## src/rtl/lrd_pkg.sv

```systemverilog
`default_nettype none
package lrd_pkg;

	localparam int MAX_LAYERS = 16;
	localparam int LW = $clog2(MAX_LAYERS);
	localparam int NW = $clog2(MAX_LAYERS + 1);
	localparam int SUM_W = 32 + LW;
	localparam int NUM_W = 62;
	localparam int DEN_W = 31;

	localparam logic [15:0] COEF_ONE = 16'h8000;
	localparam logic [DEN_W-1:0] K_ONE = 31'h4000_0000;

	// coefficient slots within one layer word
	localparam int SLOT_A = 0;
	localparam int SLOT_R = 1;
	localparam int SLOT_T = 2;
	localparam int SLOT_AB = 3;
	localparam int SLOT_RB = 4;
	localparam int SLOT_TB = 5;

	localparam logic COMMAND_LOAD = 1'b0;
	localparam logic COMMAND_RUN = 1'b1;

	localparam logic [1:0] CFG_LAYER_COUNT = 2'd0;
	localparam logic [1:0] CFG_MAX_PASSES = 2'd1;
	localparam logic [1:0] CFG_TOLERANCE = 2'd2;

	localparam logic [1:0] STAT_CONVERGED = 2'd0;
	localparam logic [1:0] STAT_NOT_CONVERGED = 2'd1;
	localparam logic [1:0] STAT_ZERO_DENOM = 2'd2;

	typedef enum logic [2:0] {
		MUL_NONE,
		MUL_K,
		MUL_COEF_FLUX,
		MUL_COEF_REFL,
		MUL_PROD_FLUX
	} mul_sel_t;

	typedef struct packed {
		logic [3:0] layer_index;
		logic [15:0] absorb_top;
		logic [15:0] reflect_top;
		logic [15:0] transmit_top;
		logic [15:0] absorb_bottom;
		logic [15:0] reflect_bottom;
		logic [15:0] transmit_bottom;
		logic [31:0] flux_down_in;
		logic [31:0] flux_up_in;
		logic [31:0] absorbed_above_in;
		logic [31:0] absorbed_below_in;
	} load_t;

	typedef struct packed {
		logic load_we;
		logic rd_en;
		logic [LW-1:0] rd_addr;
		logic [LW-1:0] p;
		logic [LW-1:0] q;
		logic [LW-1:0] c;
		logic dir_up;
		logic cap_p;
		logic cap_q;
		mul_sel_t mul_sel;
		logic k_load;
		logic div_start;
		logic [1:0] term;
		logic acc_en;
		logic wb_en;
		logic clr_down;
		logic clr_up;
		logic sum_clr;
		logic sum_add;
		logic [15:0] tolerance;
		logic out_load;
		logic out_last;
		logic [1:0] out_status;
	} cmd_t;

	typedef struct packed {
		logic k_zero;
		logic div_done;
		logic conv;
		logic out_free;
	} sts_t;

	function automatic logic [15:0] clamp_coef(input logic [15:0] v);
		return (v > COEF_ONE) ? COEF_ONE : v;
	endfunction

	function automatic logic [15:0] coef_slot(input logic [95:0] w, input int slot);
		return clamp_coef(w[slot*16 +: 16]);
	endfunction

	function automatic logic [31:0] sat_add(input logic [31:0] a, input logic [31:0] b);
		logic [32:0] s;
		s = {1'b0, a} + {1'b0, b};
		return s[32] ? 32'hFFFF_FFFF : s[31:0];
	endfunction

endpackage
`default_nettype wire

```

## src/rtl/lrd_if.sv

```systemverilog
`default_nettype none
interface lrd_req_if;
	logic valid;
	logic ready;
	logic command;
	logic [3:0] layer_index;
	logic [15:0] absorb_top;
	logic [15:0] reflect_top;
	logic [15:0] transmit_top;
	logic [15:0] absorb_bottom;
	logic [15:0] reflect_bottom;
	logic [15:0] transmit_bottom;
	logic [31:0] flux_down_in;
	logic [31:0] flux_up_in;
	logic [31:0] absorbed_above_in;
	logic [31:0] absorbed_below_in;

	modport source (output valid, command, layer_index, absorb_top, reflect_top, transmit_top,
		absorb_bottom, reflect_bottom, transmit_bottom, flux_down_in, flux_up_in,
		absorbed_above_in, absorbed_below_in, input ready);
	modport sink (input valid, command, layer_index, absorb_top, reflect_top, transmit_top,
		absorb_bottom, reflect_bottom, transmit_bottom, flux_down_in, flux_up_in,
		absorbed_above_in, absorbed_below_in, output ready);
endinterface


interface lrd_cfg_if;
	logic valid;
	logic ready;
	logic [1:0] index;
	logic [15:0] data;

	modport source (output valid, index, data, input ready);
	modport sink (input valid, index, data, output ready);
endinterface
`default_nettype wire

```

## src/rtl/lrd_ctrl.sv

```systemverilog
`default_nettype none
module lrd_ctrl (
	input wire logic clk,
	input wire logic arst_n,
	lrd_req_if.sink request,
	lrd_cfg_if.sink cfg,
	input wire lrd_pkg::sts_t sts,
	output lrd_pkg::cmd_t cmd
);
	import lrd_pkg::*;

	typedef enum logic [4:0] {
		S_IDLE,
		S_RD_P,
		S_RD_Q,
		S_CAP_Q,
		S_K_MUL,
		S_K_CHK,
		S_T_MUL_A,
		S_T_MUL_B,
		S_DIV_GO,
		S_DIV_WAIT,
		S_WB,
		S_CLR,
		S_RES,
		S_RES_END,
		S_CHK,
		S_EMIT_RD,
		S_EMIT_LD
	} state_t;

	state_t state_q;
	logic [4:0] layer_count_q;
	logic [5:0] max_passes_q;
	logic [15:0] tolerance_q;
	logic [NW-1:0] n_q;
	logic [5:0] limit_q;
	logic [5:0] pass_q;
	logic err_q;
	logic conv_q;
	logic dir_up_q;
	logic [LW-1:0] p_q;
	logic [LW-1:0] c_q;
	logic [1:0] t_q;

	logic [NW-1:0] n_cfg;
	logic [LW-1:0] last_idx;
	logic [LW-1:0] q_idx;
	logic step_last;
	logic req_fire;
	logic [5:0] pass_next;

	always_comb begin
		if (layer_count_q == '0) begin
			n_cfg = NW'(1);
		end else if (int'(layer_count_q) > MAX_LAYERS) begin
			n_cfg = NW'(MAX_LAYERS);
		end else begin
			n_cfg = NW'(layer_count_q);
		end
	end

	assign last_idx = LW'(n_q - NW'(1));
	assign q_idx = dir_up_q ? p_q - LW'(1) : p_q + LW'(1);
	assign step_last = dir_up_q ? (q_idx == '0) : (q_idx == last_idx);
	assign req_fire = request.valid && request.ready;
	assign pass_next = pass_q + 6'd1;

	assign request.ready = state_q == S_IDLE;
	assign cfg.ready = 1'b1;

	always_ff @(posedge clk or negedge arst_n) begin
		if (!arst_n) begin
			state_q <= S_IDLE;
			layer_count_q <= 5'd9;
			max_passes_q <= 6'd20;
			tolerance_q <= 16'd1;
			n_q <= NW'(1);
			limit_q <= 6'd1;
			pass_q <= '0;
			err_q <= 1'b0;
			conv_q <= 1'b0;
			dir_up_q <= 1'b0;
			p_q <= '0;
			c_q <= '0;
			t_q <= '0;
		end else begin
			if (cfg.valid) begin
				unique case (cfg.index)
					CFG_LAYER_COUNT: layer_count_q <= cfg.data[4:0];
					CFG_MAX_PASSES: max_passes_q <= cfg.data[5:0];
					CFG_TOLERANCE: tolerance_q <= cfg.data;
					default: ;
				endcase
			end
			unique case (state_q)
				S_IDLE: begin
					if (req_fire && request.command == COMMAND_RUN) begin
						n_q <= n_cfg;
						limit_q <= (max_passes_q == '0) ? 6'd1 : max_passes_q;
						pass_q <= '0;
						err_q <= 1'b0;
						dir_up_q <= 1'b0;
						p_q <= '0;
						c_q <= '0;
						state_q <= (n_cfg == NW'(1)) ? S_CLR : S_RD_P;
					end
				end
				S_RD_P: state_q <= S_RD_Q;
				S_RD_Q: state_q <= S_CAP_Q;
				S_CAP_Q: state_q <= S_K_MUL;
				S_K_MUL: state_q <= S_K_CHK;
				S_K_CHK: begin
					if (sts.k_zero) begin
						err_q <= 1'b1;
						if (step_last) begin
							c_q <= '0;
							state_q <= S_CLR;
						end else begin
							p_q <= q_idx;
							state_q <= S_RD_P;
						end
					end else begin
						t_q <= '0;
						state_q <= S_T_MUL_A;
					end
				end
				S_T_MUL_A: state_q <= t_q[1] ? S_T_MUL_B : S_DIV_GO;
				S_T_MUL_B: state_q <= S_DIV_GO;
				S_DIV_GO: state_q <= S_DIV_WAIT;
				S_DIV_WAIT: begin
					if (sts.div_done) begin
						t_q <= t_q + 2'd1;
						state_q <= (t_q == 2'd3) ? S_WB : S_T_MUL_A;
					end
				end
				S_WB: begin
					if (step_last) begin
						c_q <= '0;
						state_q <= S_CLR;
					end else begin
						p_q <= q_idx;
						state_q <= S_RD_P;
					end
				end
				S_CLR: begin
					if (c_q == last_idx) begin
						c_q <= '0;
						if (!dir_up_q) begin
							dir_up_q <= 1'b1;
							p_q <= last_idx;
							state_q <= (n_q == NW'(1)) ? S_CLR : S_RD_P;
						end else begin
							state_q <= S_RES;
						end
					end else begin
						c_q <= c_q + LW'(1);
					end
				end
				S_RES: begin
					if (c_q == last_idx) begin
						state_q <= S_RES_END;
					end else begin
						c_q <= c_q + LW'(1);
					end
				end
				S_RES_END: state_q <= S_CHK;
				S_CHK: begin
					pass_q <= pass_next;
					conv_q <= sts.conv;
					c_q <= '0;
					if (sts.conv || pass_next >= limit_q) begin
						state_q <= S_EMIT_RD;
					end else begin
						dir_up_q <= 1'b0;
						p_q <= '0;
						state_q <= (n_q == NW'(1)) ? S_CLR : S_RD_P;
					end
				end
				S_EMIT_RD: state_q <= S_EMIT_LD;
				S_EMIT_LD: begin
					if (sts.out_free) begin
						if (c_q == last_idx) begin
							state_q <= S_IDLE;
						end else begin
							c_q <= c_q + LW'(1);
							state_q <= S_EMIT_RD;
						end
					end
				end
				default: state_q <= S_IDLE;
			endcase
		end
	end

	always_comb begin
		cmd = '0;
		cmd.mul_sel = MUL_NONE;
		cmd.p = p_q;
		cmd.q = q_idx;
		cmd.c = c_q;
		cmd.dir_up = dir_up_q;
		cmd.term = t_q;
		cmd.tolerance = tolerance_q;
		cmd.rd_addr = c_q;
		cmd.out_last = c_q == last_idx;
		cmd.out_status = err_q ? STAT_ZERO_DENOM :
			(conv_q ? STAT_CONVERGED : STAT_NOT_CONVERGED);
		unique case (state_q)
			S_IDLE: cmd.load_we = req_fire && request.command == COMMAND_LOAD;
			S_RD_P: begin
				cmd.rd_en = 1'b1;
				cmd.rd_addr = p_q;
			end
			S_RD_Q: begin
				cmd.cap_p = 1'b1;
				cmd.rd_en = 1'b1;
				cmd.rd_addr = q_idx;
			end
			S_CAP_Q: cmd.cap_q = 1'b1;
			S_K_MUL: cmd.mul_sel = MUL_K;
			S_K_CHK: cmd.k_load = 1'b1;
			S_T_MUL_A: cmd.mul_sel = t_q[1] ? MUL_COEF_REFL : MUL_COEF_FLUX;
			S_T_MUL_B: cmd.mul_sel = MUL_PROD_FLUX;
			S_DIV_GO: cmd.div_start = 1'b1;
			S_DIV_WAIT: cmd.acc_en = sts.div_done;
			S_WB: cmd.wb_en = 1'b1;
			S_CLR: begin
				cmd.clr_down = !dir_up_q;
				cmd.clr_up = dir_up_q;
				cmd.sum_clr = 1'b1;
			end
			S_RES: begin
				cmd.rd_en = 1'b1;
				cmd.sum_add = c_q != '0;
			end
			S_RES_END: cmd.sum_add = 1'b1;
			S_CHK: ;
			S_EMIT_RD: cmd.rd_en = 1'b1;
			S_EMIT_LD: cmd.out_load = sts.out_free;
			default: ;
		endcase
	end
endmodule
`default_nettype wire
```

## src/flat_wrapper.sv

```systemverilog
// flat-port wrapper written by rule: the top's interface ports become plain ports
module lrd_ctrl_flat import lrd_pkg::*;
  (clk, arst_n, sts, cmd, request_valid, request_command, request_layer_index, request_absorb_top, request_reflect_top, request_transmit_top, request_absorb_bottom, request_reflect_bottom, request_transmit_bottom, request_flux_down_in, request_flux_up_in, request_absorbed_above_in, request_absorbed_below_in, request_ready, cfg_valid, cfg_index, cfg_data, cfg_ready);
  lrd_req_if request_i ();
  lrd_cfg_if cfg_i ();
  input wire logic clk;
  input wire logic arst_n;
  input wire lrd_pkg::sts_t sts;
  output lrd_pkg::cmd_t cmd;
  input wire logic [$bits(request_i.valid)-1:0] request_valid;
  input wire logic [$bits(request_i.command)-1:0] request_command;
  input wire logic [$bits(request_i.layer_index)-1:0] request_layer_index;
  input wire logic [$bits(request_i.absorb_top)-1:0] request_absorb_top;
  input wire logic [$bits(request_i.reflect_top)-1:0] request_reflect_top;
  input wire logic [$bits(request_i.transmit_top)-1:0] request_transmit_top;
  input wire logic [$bits(request_i.absorb_bottom)-1:0] request_absorb_bottom;
  input wire logic [$bits(request_i.reflect_bottom)-1:0] request_reflect_bottom;
  input wire logic [$bits(request_i.transmit_bottom)-1:0] request_transmit_bottom;
  input wire logic [$bits(request_i.flux_down_in)-1:0] request_flux_down_in;
  input wire logic [$bits(request_i.flux_up_in)-1:0] request_flux_up_in;
  input wire logic [$bits(request_i.absorbed_above_in)-1:0] request_absorbed_above_in;
  input wire logic [$bits(request_i.absorbed_below_in)-1:0] request_absorbed_below_in;
  output wire logic [$bits(request_i.ready)-1:0] request_ready;
  input wire logic [$bits(cfg_i.valid)-1:0] cfg_valid;
  input wire logic [$bits(cfg_i.index)-1:0] cfg_index;
  input wire logic [$bits(cfg_i.data)-1:0] cfg_data;
  output wire logic [$bits(cfg_i.ready)-1:0] cfg_ready;
  assign request_i.valid = request_valid;
  assign request_i.command = request_command;
  assign request_i.layer_index = request_layer_index;
  assign request_i.absorb_top = request_absorb_top;
  assign request_i.reflect_top = request_reflect_top;
  assign request_i.transmit_top = request_transmit_top;
  assign request_i.absorb_bottom = request_absorb_bottom;
  assign request_i.reflect_bottom = request_reflect_bottom;
  assign request_i.transmit_bottom = request_transmit_bottom;
  assign request_i.flux_down_in = request_flux_down_in;
  assign request_i.flux_up_in = request_flux_up_in;
  assign request_i.absorbed_above_in = request_absorbed_above_in;
  assign request_i.absorbed_below_in = request_absorbed_below_in;
  assign request_ready = request_i.ready;
  assign cfg_i.valid = cfg_valid;
  assign cfg_i.index = cfg_index;
  assign cfg_i.data = cfg_data;
  assign cfg_ready = cfg_i.ready;
  lrd_ctrl u_core (.clk(clk), .arst_n(arst_n), .request(request_i), .cfg(cfg_i), .sts(sts), .cmd(cmd));
endmodule
```

## config.mk

```make
export PLATFORM = sky130hd
export DESIGN_NAME = lrd_ctrl_flat
export DESIGN_NICKNAME = d
export VERILOG_FILES = /design/src/rtl/lrd_pkg.sv /design/src/rtl/lrd_if.sv /design/src/rtl/lrd_ctrl.sv /design/src/flat_wrapper.sv
export SDC_FILE = /design/constraint.sdc
export NUM_CORES = 1
export LEC_CHECK = 0
export BUFFER_PORTS_ARGS = -buffer_cell sky130_fd_sc_hd__buf_2
export CAP_MARGIN = 10
export CORE_AREA = 8 8 115 117
export CTS_BUF_LIST = sky130_fd_sc_hd__clkbuf_2 sky130_fd_sc_hd__clkbuf_4 sky130_fd_sc_hd__clkbuf_8
export CTS_CLUSTER_DIAMETER = 40
export CTS_CLUSTER_SIZE = 20
export DETAILED_ROUTE_END_ITERATION = 16
export DIE_AREA = 0 0 123 125
export GPL_TIMING_DRIVEN = 0
export PLACE_DENSITY = 0.8
export SYNTH_ARGS = -nofsm -noshare
export SYNTH_HDL_FRONTEND = slang
export SYNTH_SLANG_ARGS = --single-unit
```

## constraint.sdc

```tcl
create_clock -name clk -period 2.65 [get_ports clk]
set_input_delay 0.53 -clock clk [delete_from_list [all_inputs] [get_ports clk]]
set_output_delay 0.53 -clock clk [all_outputs]
set_load 0.02 [all_outputs]
```

# [Yosys cells after proc, flatten, opt, wreduce, memory -nomap -nowiden]
# Index checks and enable logic that the tools add are counted.
[classes] add_sub_neg=6 muxes=60 n_bitwise=1 order_cmp=2 eq_ne=32 reduce_logical=29
[ops] op="$pmux W5 S17" n=1
[ops] op="$mux W4" n=18
[ops] op="$mux W5" n=10
[ops] op="$eq A5 B4 Y1 const B" n=8
[ops] op="$pmux W4 S7" n=1
[ops] op="$eq A5 B3 Y1 const B" n=4
[ops] op="$pmux W4 S5" n=1
[ops] op="$ne A2 B2 Y1 const B" n=9
[ops] op="$mux W1" n=16
[ops] op="$eq A5 B1 Y1 const B" n=3
[ops] op="$mux W6" n=2
[ops] op="$pmux W6 S2" n=1
[ops] op="$eq A5 B2 Y1 const B" n=2
[ops] op="$logic_not A5 Y1" n=2
[ops] op="$reduce_and A2 Y1" n=5
[ops] op="$pmux W3 S3" n=1
[ops] op="$add A4 B1 Y4 const B" n=2
[ops] op="$eq A4 B4 Y1" n=2
[ops] op="$pmux W4 S2" n=1
[ops] op="$reduce_and A4 Y1" n=2
[ops] op="$sub A4 B1 Y4 const B" n=2
[ops] op="$reduce_bool A7 Y1" n=1
[ops] op="$add A6 B1 Y6 const B" n=1
[ops] op="$ge A6 B6 Y1" n=1
[ops] op="other kinds (25)" n=34
[word_totals] output_inout_bits=56 word_cells=143 ff_bits=62

# [Logic depth before layout (Yosys ltp)]
# Gate-level depths: netlist of run 1.
[logic_depth] ltp_word=7 mapped_depth=10

# [Worst setup path before layout of run 1]
# No wires, ideal clock.
[synth_timing] path_type="flip-flop to flip-flop" startpoint="reg u_core.p_q[0]" endpoint="reg u_core.p_q[2]" setup_slack_ns=-0.100 setup_time_ns=0.125 required_time_ns=2.525 n_path_buf=0 synth_period_minus_slack_ns=2.750 stages_incl_launch_ff=8 t_arrival_ns=2.625 path_cell_list="dfrtp_1 -> fa_1 -> xnor2_1 -> nor3_1 -> a31oi_1 -> mux2i_2 -> a2111oi_4 -> mux2_4"
[synth_lines] item="start: declaration" line="lrd_ctrl.sv:42" text="logic [LW-1:0] p_q;"
[synth_lines] item="start signal: assignment" line="lrd_ctrl.sv:120" text="p_q <= q_idx;"
[synth_lines] item="start signal: assignment" line="lrd_ctrl.sv:142" text="p_q <= q_idx;"
[synth_lines] item="start signal: assignment" line="lrd_ctrl.sv:151" text="p_q <= last_idx;"

# [Final worst setup path of run 1]
[layout_timing] startpoint="reg u_core.dir_up_q" endpoint="reg u_core.p_q[3]"
[layout_via] elab_chain_len=6
[layout_lines] item="start: declaration" line="lrd_ctrl.sv:41" text="logic dir_up_q;"
[layout_lines] item="start signal: assignment" line="lrd_ctrl.sv:83" text="dir_up_q <= 1'b0;"
[layout_lines] item="start signal: assignment" line="lrd_ctrl.sv:103" text="dir_up_q <= 1'b0;"
[layout_lines] item="start signal: assignment" line="lrd_ctrl.sv:150" text="dir_up_q <= 1'b1;"
[layout_lines] item="$mux W4" line="lrd_ctrl.sv:64" text="assign q_idx = dir_up_q ? p_q - LW'(1) : p_q + LW'(1);"
[layout_lines] item="$eq A4 B4 Y1 / $logic_not A4 Y1 (equally long branches)" line="lrd_ctrl.sv:65" text="assign step_last = dir_up_q ? (q_idx == '0) : (q_idx == last_idx);"
[layout_lines] item="$mux W1" line="lrd_ctrl.sv:65"
[layout_lines] item="$mux W4" line="lrd_ctrl.sv:116, lrd_ctrl.sv:138"
[layout_lines] item="$mux W4" line="lrd_ctrl.sv:114" text="if (sts.k_zero) begin"
[layout_lines] item="$pmux W4 S5" line="lrd_ctrl.sv:96" text="unique case (state_q)"
# Parallel ways exist; a longest one is shown, timed or not. The select of a mux whose other input is x is not followed.
# A chain may end at the register's enable or synchronous reset.

==> out/metrics.yaml, run 1 <==
sta:
  tns_ns: -0.4260
  rsz0062_at_grt: "yes"
  max_freq_mhz: 362.5
  maxSlewViolCount: 0
  fin_crit_sh_pct: 104.1
  worstMarginPinSlew_ns: 0.9280
  setup_viol: 4
  min_period_ns: 2.759
  finalHoldViolCount: 0
  slew_headroom_pct: 37.56
  finClkSkew_ns: 0.008406
  finalWorstSetupSlack_ns: -0.1089
layout:
  drive_above_1_share_pct: 41.85
  layout.nets: 763
  multi_input_area_mm2: 0.002321
  instances_no_fill: 644
  regArea_mm2: 0.001564
  syn2layout_area_growth_pct: 28.53
  final_cell_mix: "82 x buf_2, 52 x dfrtp_1, 35 x mux2_2"
  n_fill_cell: 1148
  diodes: 0
  final_util_pct: 43.20
  stdcell_area_mm2: 0.005016
  layout_commonest_cell: "buf_2"
synth:
  synthArstFlopShare_pct: 100.0
  yosysSeqAreaShare_pct: 39.98
  synth-seq-cells: 62
  synth_fp_nets: 657
  synth_area_per_cell_um2: 10.11
  synth_area_mm2: 0.003902
  synth_edf_count: 0
  synth_ff_type: "dfrtp_1"
  synth.distinct_cells: 68
  synthCells: 386
  yosysWarningCount: 0
die:
  die_w_um: 123
  die_h_um: 125
  io_pins: 311
  rows: 40
  core_mm2: 0.01161
  die_area_mm2: 0.01538
  initial_core_util_pct: 33.61
critical_path:
  cp.arrival_ns: 2.99
  cp_slowest_cell: "dfrtp_2"
  critPathBufInv: 1
  crit_path_max_fanout: 6
  cp-start-kind: "flip-flop"
  path_class: "flip-flop to flip-flop"
  end_kind: "flip-flop"
  path_cells: "ha_1, xnor2_2, xnor2_1, a31oi_1, mux2i_4, a2111oi_4, buf_4, mux2_4"
  crit_required_ns: 2.88
  critPathTopFamily: "compound AO/OA/AOI/OAI gates"
  slowest_delay_ns: 0.47
global_routing:
  grt_pass1_wl_um: 18150
  grt_usage_pct: 14.72
  overflow: 0
  antenna_found_initial: 5
  grt_max_degree: 35
  grt_pass1_vias: 3584
run_status:
  status: "finished with violations"
  violations: "negative setup slack"
clock_tree:
  cts.clk_slew.worst_paths_ns: 0.08
  cts_max_level: 3
  clock_latency_ns: 0.35
  cts-hold-fix-buffers: 0
  cts_buffers: 9
  cts.sinks: 62
  root_buffer: "clkbuf_8"
  cts_buffer_depth: 2
  cts_tree: "built"
placement:
  place_area_mm2: 0.004514
  place_hpwl_um: 8612
  dp.cells: 615
  portBuffers: 81
  gp_congestion: 0.9134
routing:
  drtIter0Drc: 379
  routedWlPerCell_um: 17.86
  dr.pass1.iters: 7
  final_antenna_net_count: 0
  wl_um: 11500
  vias: 3507
  viasPerCell: 5.446
  drcViolationCount: 0
job:
  maxCapViolations: 0
power:
  power_w: 0.005158
  p_leak_nw: 2.422
  p_per_area_mw_per_mm2: 1028
  max-vdd-ir-drop_mv: 0.5305
min_path:
  hold_path.class: "primary input to async pin"
[layer usage]
layer	wire length [µm]	vias up	track usage, %
met2	5322	185	22.88
li1	-	1607	-
met1	4689	1668	17.92
met4	201	10	4.819
met3	1229	37	6.211
met5	56	-	0
[layout make-up]
type                       instances  share of cell area (%)
multi-input combinational        282                   46.27
buffer                            18                   2.270
timing repair buffer              95                   10.68
clock inverter                     6                   1.422
inverter                          24                   1.896
tap                              147                   3.667
sequential                        62                   31.18
clock buffer                      10                   2.619
[through the flow]
step	setup WS (ns)	hold slack [ns]
2_1_floorplan	0.01517	0.2344
3_3_place_gp	-0.2854	0.4571
3_5_place_dp	-0.3532	0.4608
4_1_cts	-0.1124	0.2909
5_1_grt	-0.1769	0.3355
6_report	-0.1089	0.2859
[cells in the mapped netlist (5+ instances only)]
cell type   n  share of area, %
dfrtp_1    55                35
mux2_2     35                10
nand2_1    33               3.2
nor2_1     29               2.8
inv_1      23               2.2
ha_1       15               4.8
a21oi_1    12               1.5
o21ai_0    12               1.5
a21o_1     11               2.1
nand3_1    10               1.3
nand2b_1    9               1.4
xnor2_1     9               2.0
clkbuf_1    8              0.77
nor3_1      8               1.0
dfstp_2     7               4.7
o22ai_1     7               1.1
and3_1      6              0.96
nor4_1      6              0.96
buf_4       5              0.96
o21ai_1     5              0.64
[timing repair]
action,in CTS,in global routing
pin swaps,6,17
gates resized for setup,27,28
buffers inserted,7,6
endpoints found under the setup margin,24,17
hold endpoints to repair,0,0
[power by group]
group          switching (W)  internal (W)  total [W]  leakage [nW]
registers           0.000199       0.00120    0.00140         0.763
clock network       0.000411      0.000451   0.000862        0.0965
logic                0.00167       0.00123    0.00289          1.56
total                0.00228       0.00288    0.00516          2.42
[cell families after synthesis]
logic type | after synthesis | share of synthesized area, %
multiplexers | 43 | 12.76
AND/OR/NAND/NOR | 123 | 16.42
buffers and inverters | 42 | 4.970
other | 1 | 0.09609
AO/OA/AOI/OAI | 83 | 15.74
XOR/XNOR | 16 | 4.713
flip-flops | 62 | 39.98
adder cells (fa/ha/maj) | 16 | 5.322
[final timing paths]
check                                              startpoint                           endpoint  slack [ns]  cells after the start
worst max-delay path              u_core.dir_up_q$_DFFE_PN0P_          u_core.p_q[3]$_DFFE_PN0P_       -0.11                      8
worst min-delay path                                   arst_n          u_core.t_q[0]$_DFFE_PN0P_        0.29                      1
worst max register to register    u_core.dir_up_q$_DFFE_PN0P_          u_core.p_q[3]$_DFFE_PN0P_       -0.11                      8
worst min register to register  u_core.limit_q[0]$_DFFE_PN1P_      u_core.limit_q[0]$_DFFE_PN1P_        0.47                      2
max in group asynchronous                              arst_n  u_core.tolerance_q[0]$_DFFE_PN1P_        1.64                      2
min in group clk                                       sts[0]      u_core.state_q[4]$_DFFE_PN0P_        0.38                      2
[state kept, by name, summed over array words and instances (netlist names)]
name,cells
u_core.max_passes_q,6
u_core.tolerance_q,16
u_core.pass_q,6
u_core.n_q,5
u_core.t_q,2
u_core.layer_count_q,5
u_core.limit_q,6
u_core.state_q,5
u_core.dir_up_q,1
u_core.err_q,1
u_core.c_q,4
u_core.p_q,4
u_core.conv_q,1
Power figures use the tool's default switching activity.
==> run 2, diff against run 1 <==
- ABC_AREA: unset -> 1
- PLACE_DENSITY: 0.8 -> 0.79
==> out/metrics.yaml, run 2 <==
routing:
  drtIter0Drc: 295  # -22%
  routedWlPerCell_um: 14.13  # -21%
  drcViolationCount: 0  # unchanged
  wl_um: 10570  # -8.1%
  final_antenna_net_count: 0  # unchanged
  dr.pass1.iters: 4  # -3
  vias: 3602  # +2.7%
  viasPerCell: 4.816  # -12%
sta:
  finalWorstSetupSlack_ns: 0.09682  # +0.2058 ns
  finClkSkew_ns: 0.01088  # +0.002478 ns
  fin_crit_sh_pct: 96.35  # -7.8 points
  maxSlewViolCount: 0  # unchanged
  slew_headroom_pct: 46.92  # +9.4 points
  setup_viol: 0  # -4
  max_freq_mhz: 391.7  # +8.1%
  worstMarginPinSlew_ns: 0.7962  # -0.1317 ns
  finalHoldViolCount: 0  # unchanged
  min_period_ns: 2.553  # -0.2058 ns
clock_tree:
  cts_buffers: 9  # unchanged
  cts_tree: "built"
  cts-hold-fix-buffers: 0  # unchanged
  cts.sinks: 62  # unchanged
  root_buffer: "clkbuf_8"
  cts_max_level: 3  # unchanged
  postCtsSetupRepairBufs: 0  # -7
  cts.clk_slew.worst_paths_ns: 0.08  # about the same
  cts_buffer_depth: 2  # unchanged
  cts_resized: 0  # -100%
  clock_latency_ns: 0.35  # about the same
critical_path:
  cp-start-kind: "flip-flop"
  crit_required_ns: 2.12  # -0.76 ns
  end_kind: "primary output"
  r2r_cells: 14  # +6
  crit_path_start: "u_core.p_q[0]$_DFFE_PN0P_"
  cp.arrival_ns: 2.02  # -0.97 ns
  rrSetupSlack_ns: 0.25  # +0.36 ns
  path_class: "flip-flop to primary output"
  crit_path_max_fanout: 8  # +2
  timing.rr.end: "u_core.p_q[1]$_DFFE_PN0P_"
  reg2reg_from: "u_core.pass_q[0]$_DFFE_PN0P_"
global_routing:
  grt_pass1_wl_um: 17360  # -4.3%
  grt_usage_pct: 14.08  # -0.64 points
  overflow: 0  # unchanged
  grt_pass1_vias: 3532  # -1.5%
  grt_max_degree: 63  # +80%
  antenna_found_initial: 1  # -4
synth:
  synth_area_mm2: 0.003871  # -0.80%
  synth_area_leaders: "dfrtp_1 36%, nand2_1 14%, inv_1 6.3%"
  synthArstFlopShare_pct: 100.0  # unchanged
  synth_fp_nets: 775  # +18%
  synth.top_cells.by_count: "145 x nand2_1, 65 x inv_1, 55 x dfrtp_1"
  yosysSeqAreaShare_pct: 40.30  # +0.32 points
  synthCells: 504  # +31%
  synth-seq-cells: 62  # unchanged
  synth_area_per_cell_um2: 7.681  # -24%
  netlist.area_leader.share_pct: 35.55  # +0.28 points
  yosysWarningCount: 0  # unchanged
  synth_area_leader_cell: "dfrtp_1"
  synth.distinct_cells: 36  # -47%
  synth_ff_type: "dfrtp_1"
  synth_edf_count: 0  # unchanged
  yosysMostFrequentCell: "nand2_1"
die:
  initial_core_util_pct: 33.34  # -0.27 points
  die_area_mm2: 0.01538  # unchanged
  rows: 40  # unchanged
  die_h_um: 125  # unchanged
  core_mm2: 0.01161  # unchanged
  io_pins: 311  # unchanged
  die_w_um: 123  # unchanged
power:
  p_per_area_mw_per_mm2: 1061  # +3.1%
  power_w: 0.004993  # -3.2%
  max-vdd-ir-drop_mv: 0.4293  # -19%
  p_leak_nw: 2.578  # +6.4%
placement:
  place_ws_ns: 0.1875  # +0.5407 ns
  place_hpwl_um: 8110  # -5.8%
  portBuffers: 81  # unchanged
  place_area_mm2: 0.004463  # -1.1%
  gp_congestion: 0.9419  # +3.1%
layout:
  drive_above_1_share_pct: 27.45  # -14 points
  final_cell_mix: "145 x nand2_1, 84 x buf_2, 65 x inv_1"
  syn2layout_area_growth_pct: 21.62
  diodes: 0  # unchanged
  layout.nets: 867  # +14%
  layout_commonest_cell: "nand2_1"
  largest_reg_flops: 16  # unchanged
  stdcell_area_mm2: 0.004708  # -6.1%
  top_register: "u_core.tolerance_q"
run_status:
  status: "finished, final reports clean"
min_path:
  hold_path.class: "primary input to async pin"
job:
  maxCapViolations: 0  # unchanged
run 2: cell types whose count changed in the layout (fill, tap and decap cells not counted), moves of 6 or more:
cell / before / now
nand3_1: 8 / 41
o21ai_0: 9 / 38
and3_1: 6 / 0
nand2_1: 32 / 145
nand2b_1: 9 / 0
inv_1: 23 / 65
a21o_1: 11 / 0
o21ai_1: 7 / 0
mux2_2: 35 / 10
buf_4: 21 / 4
nor2_1: 24 / 35
xnor2_1: 7 / 1
run 2: layout make-up:
| type | count | area, µm² |
|---|---|---|
| fillers | 1216 | 6903 |
| multi-input cells | 362 | 2037 |
| flip-flops and latches | 62 | 1563 |
| repair buffers | 81 | 407.9 |
| inverters | 70 | 262.8 |
| well taps | 147 | 183.9 |
| clock buffers | 10 | 131.4 |
| clock inverters | 6 | 68.82 |
| plain buffers | 10 | 53.80 |
run 2: critical path: stages (launching register included):
cell and delay [ns]:
dfrtp_2 0.48, fa_2 0.64, inv_1 0.08, o221ai_1 0.26, buf_2 0.22
run 2: metal layers:
metal,global-route usage [%],routed length (µm)
met5,0,13
met4,5.599,264
met3,4.635,841
met2,21.44,4805
met1,17.94,4641
run 2: per-stage QoR:
stage,instances,TNS (ns),hold slack (ns),utilization (%)
final,748,0,0.2486,40.55
after global routing,748,-0.007193,0.3269,40.55
after global placement,732,0,0.4640,38.42
after CTS,748,0,0.2965,40.16
after detailed placement,732,0,0.4707,38.44
after floorplan,504,0,0.2344,-
run 2: kinds of logic (layout without fill, tap and decap cells):
kind of cell	Yosys count	count (layout)	share of synthesized area, %
multiplexers	10	10	2.909
XOR/XNOR	6	6	1.357
flip-flops	62	62	40.30
buffers and inverters	80	177	8.177
AO/OA/AOI/OAI	58	58	8.145
other	1	1	0.09687
AND/OR/NAND/NOR	271	271	33.65
adder cells (fa/ha/maj)	16	16	5.365
run 2: how the worst max path moves through the flow:
stage                           endpoint  depth (start not counted)  slack, ns
3_3_place_gp   u_core.p_q[1]$_DFFE_PN0P_                         14       0.25
2_1_floorplan                    cmd[49]                          3       0.36
6_report                         cmd[49]                          4        0.1
4_1_cts                          cmd[51]                          8       0.03
3_5_place_dp   u_core.p_q[2]$_DFFE_PN0P_                         14       0.19
5_1_grt                          cmd[51]                         11     -0.007
run 2: power by group:
group | leakage, nW | total, W | internal, W | switching (W)
sequential | 0.771 | 0.00151 | 0.00124 | 0.000267
clock | 0.101 | 0.000850 | 0.000451 | 0.000399
combinational | 1.71 | 0.00264 | 0.000898 | 0.00174
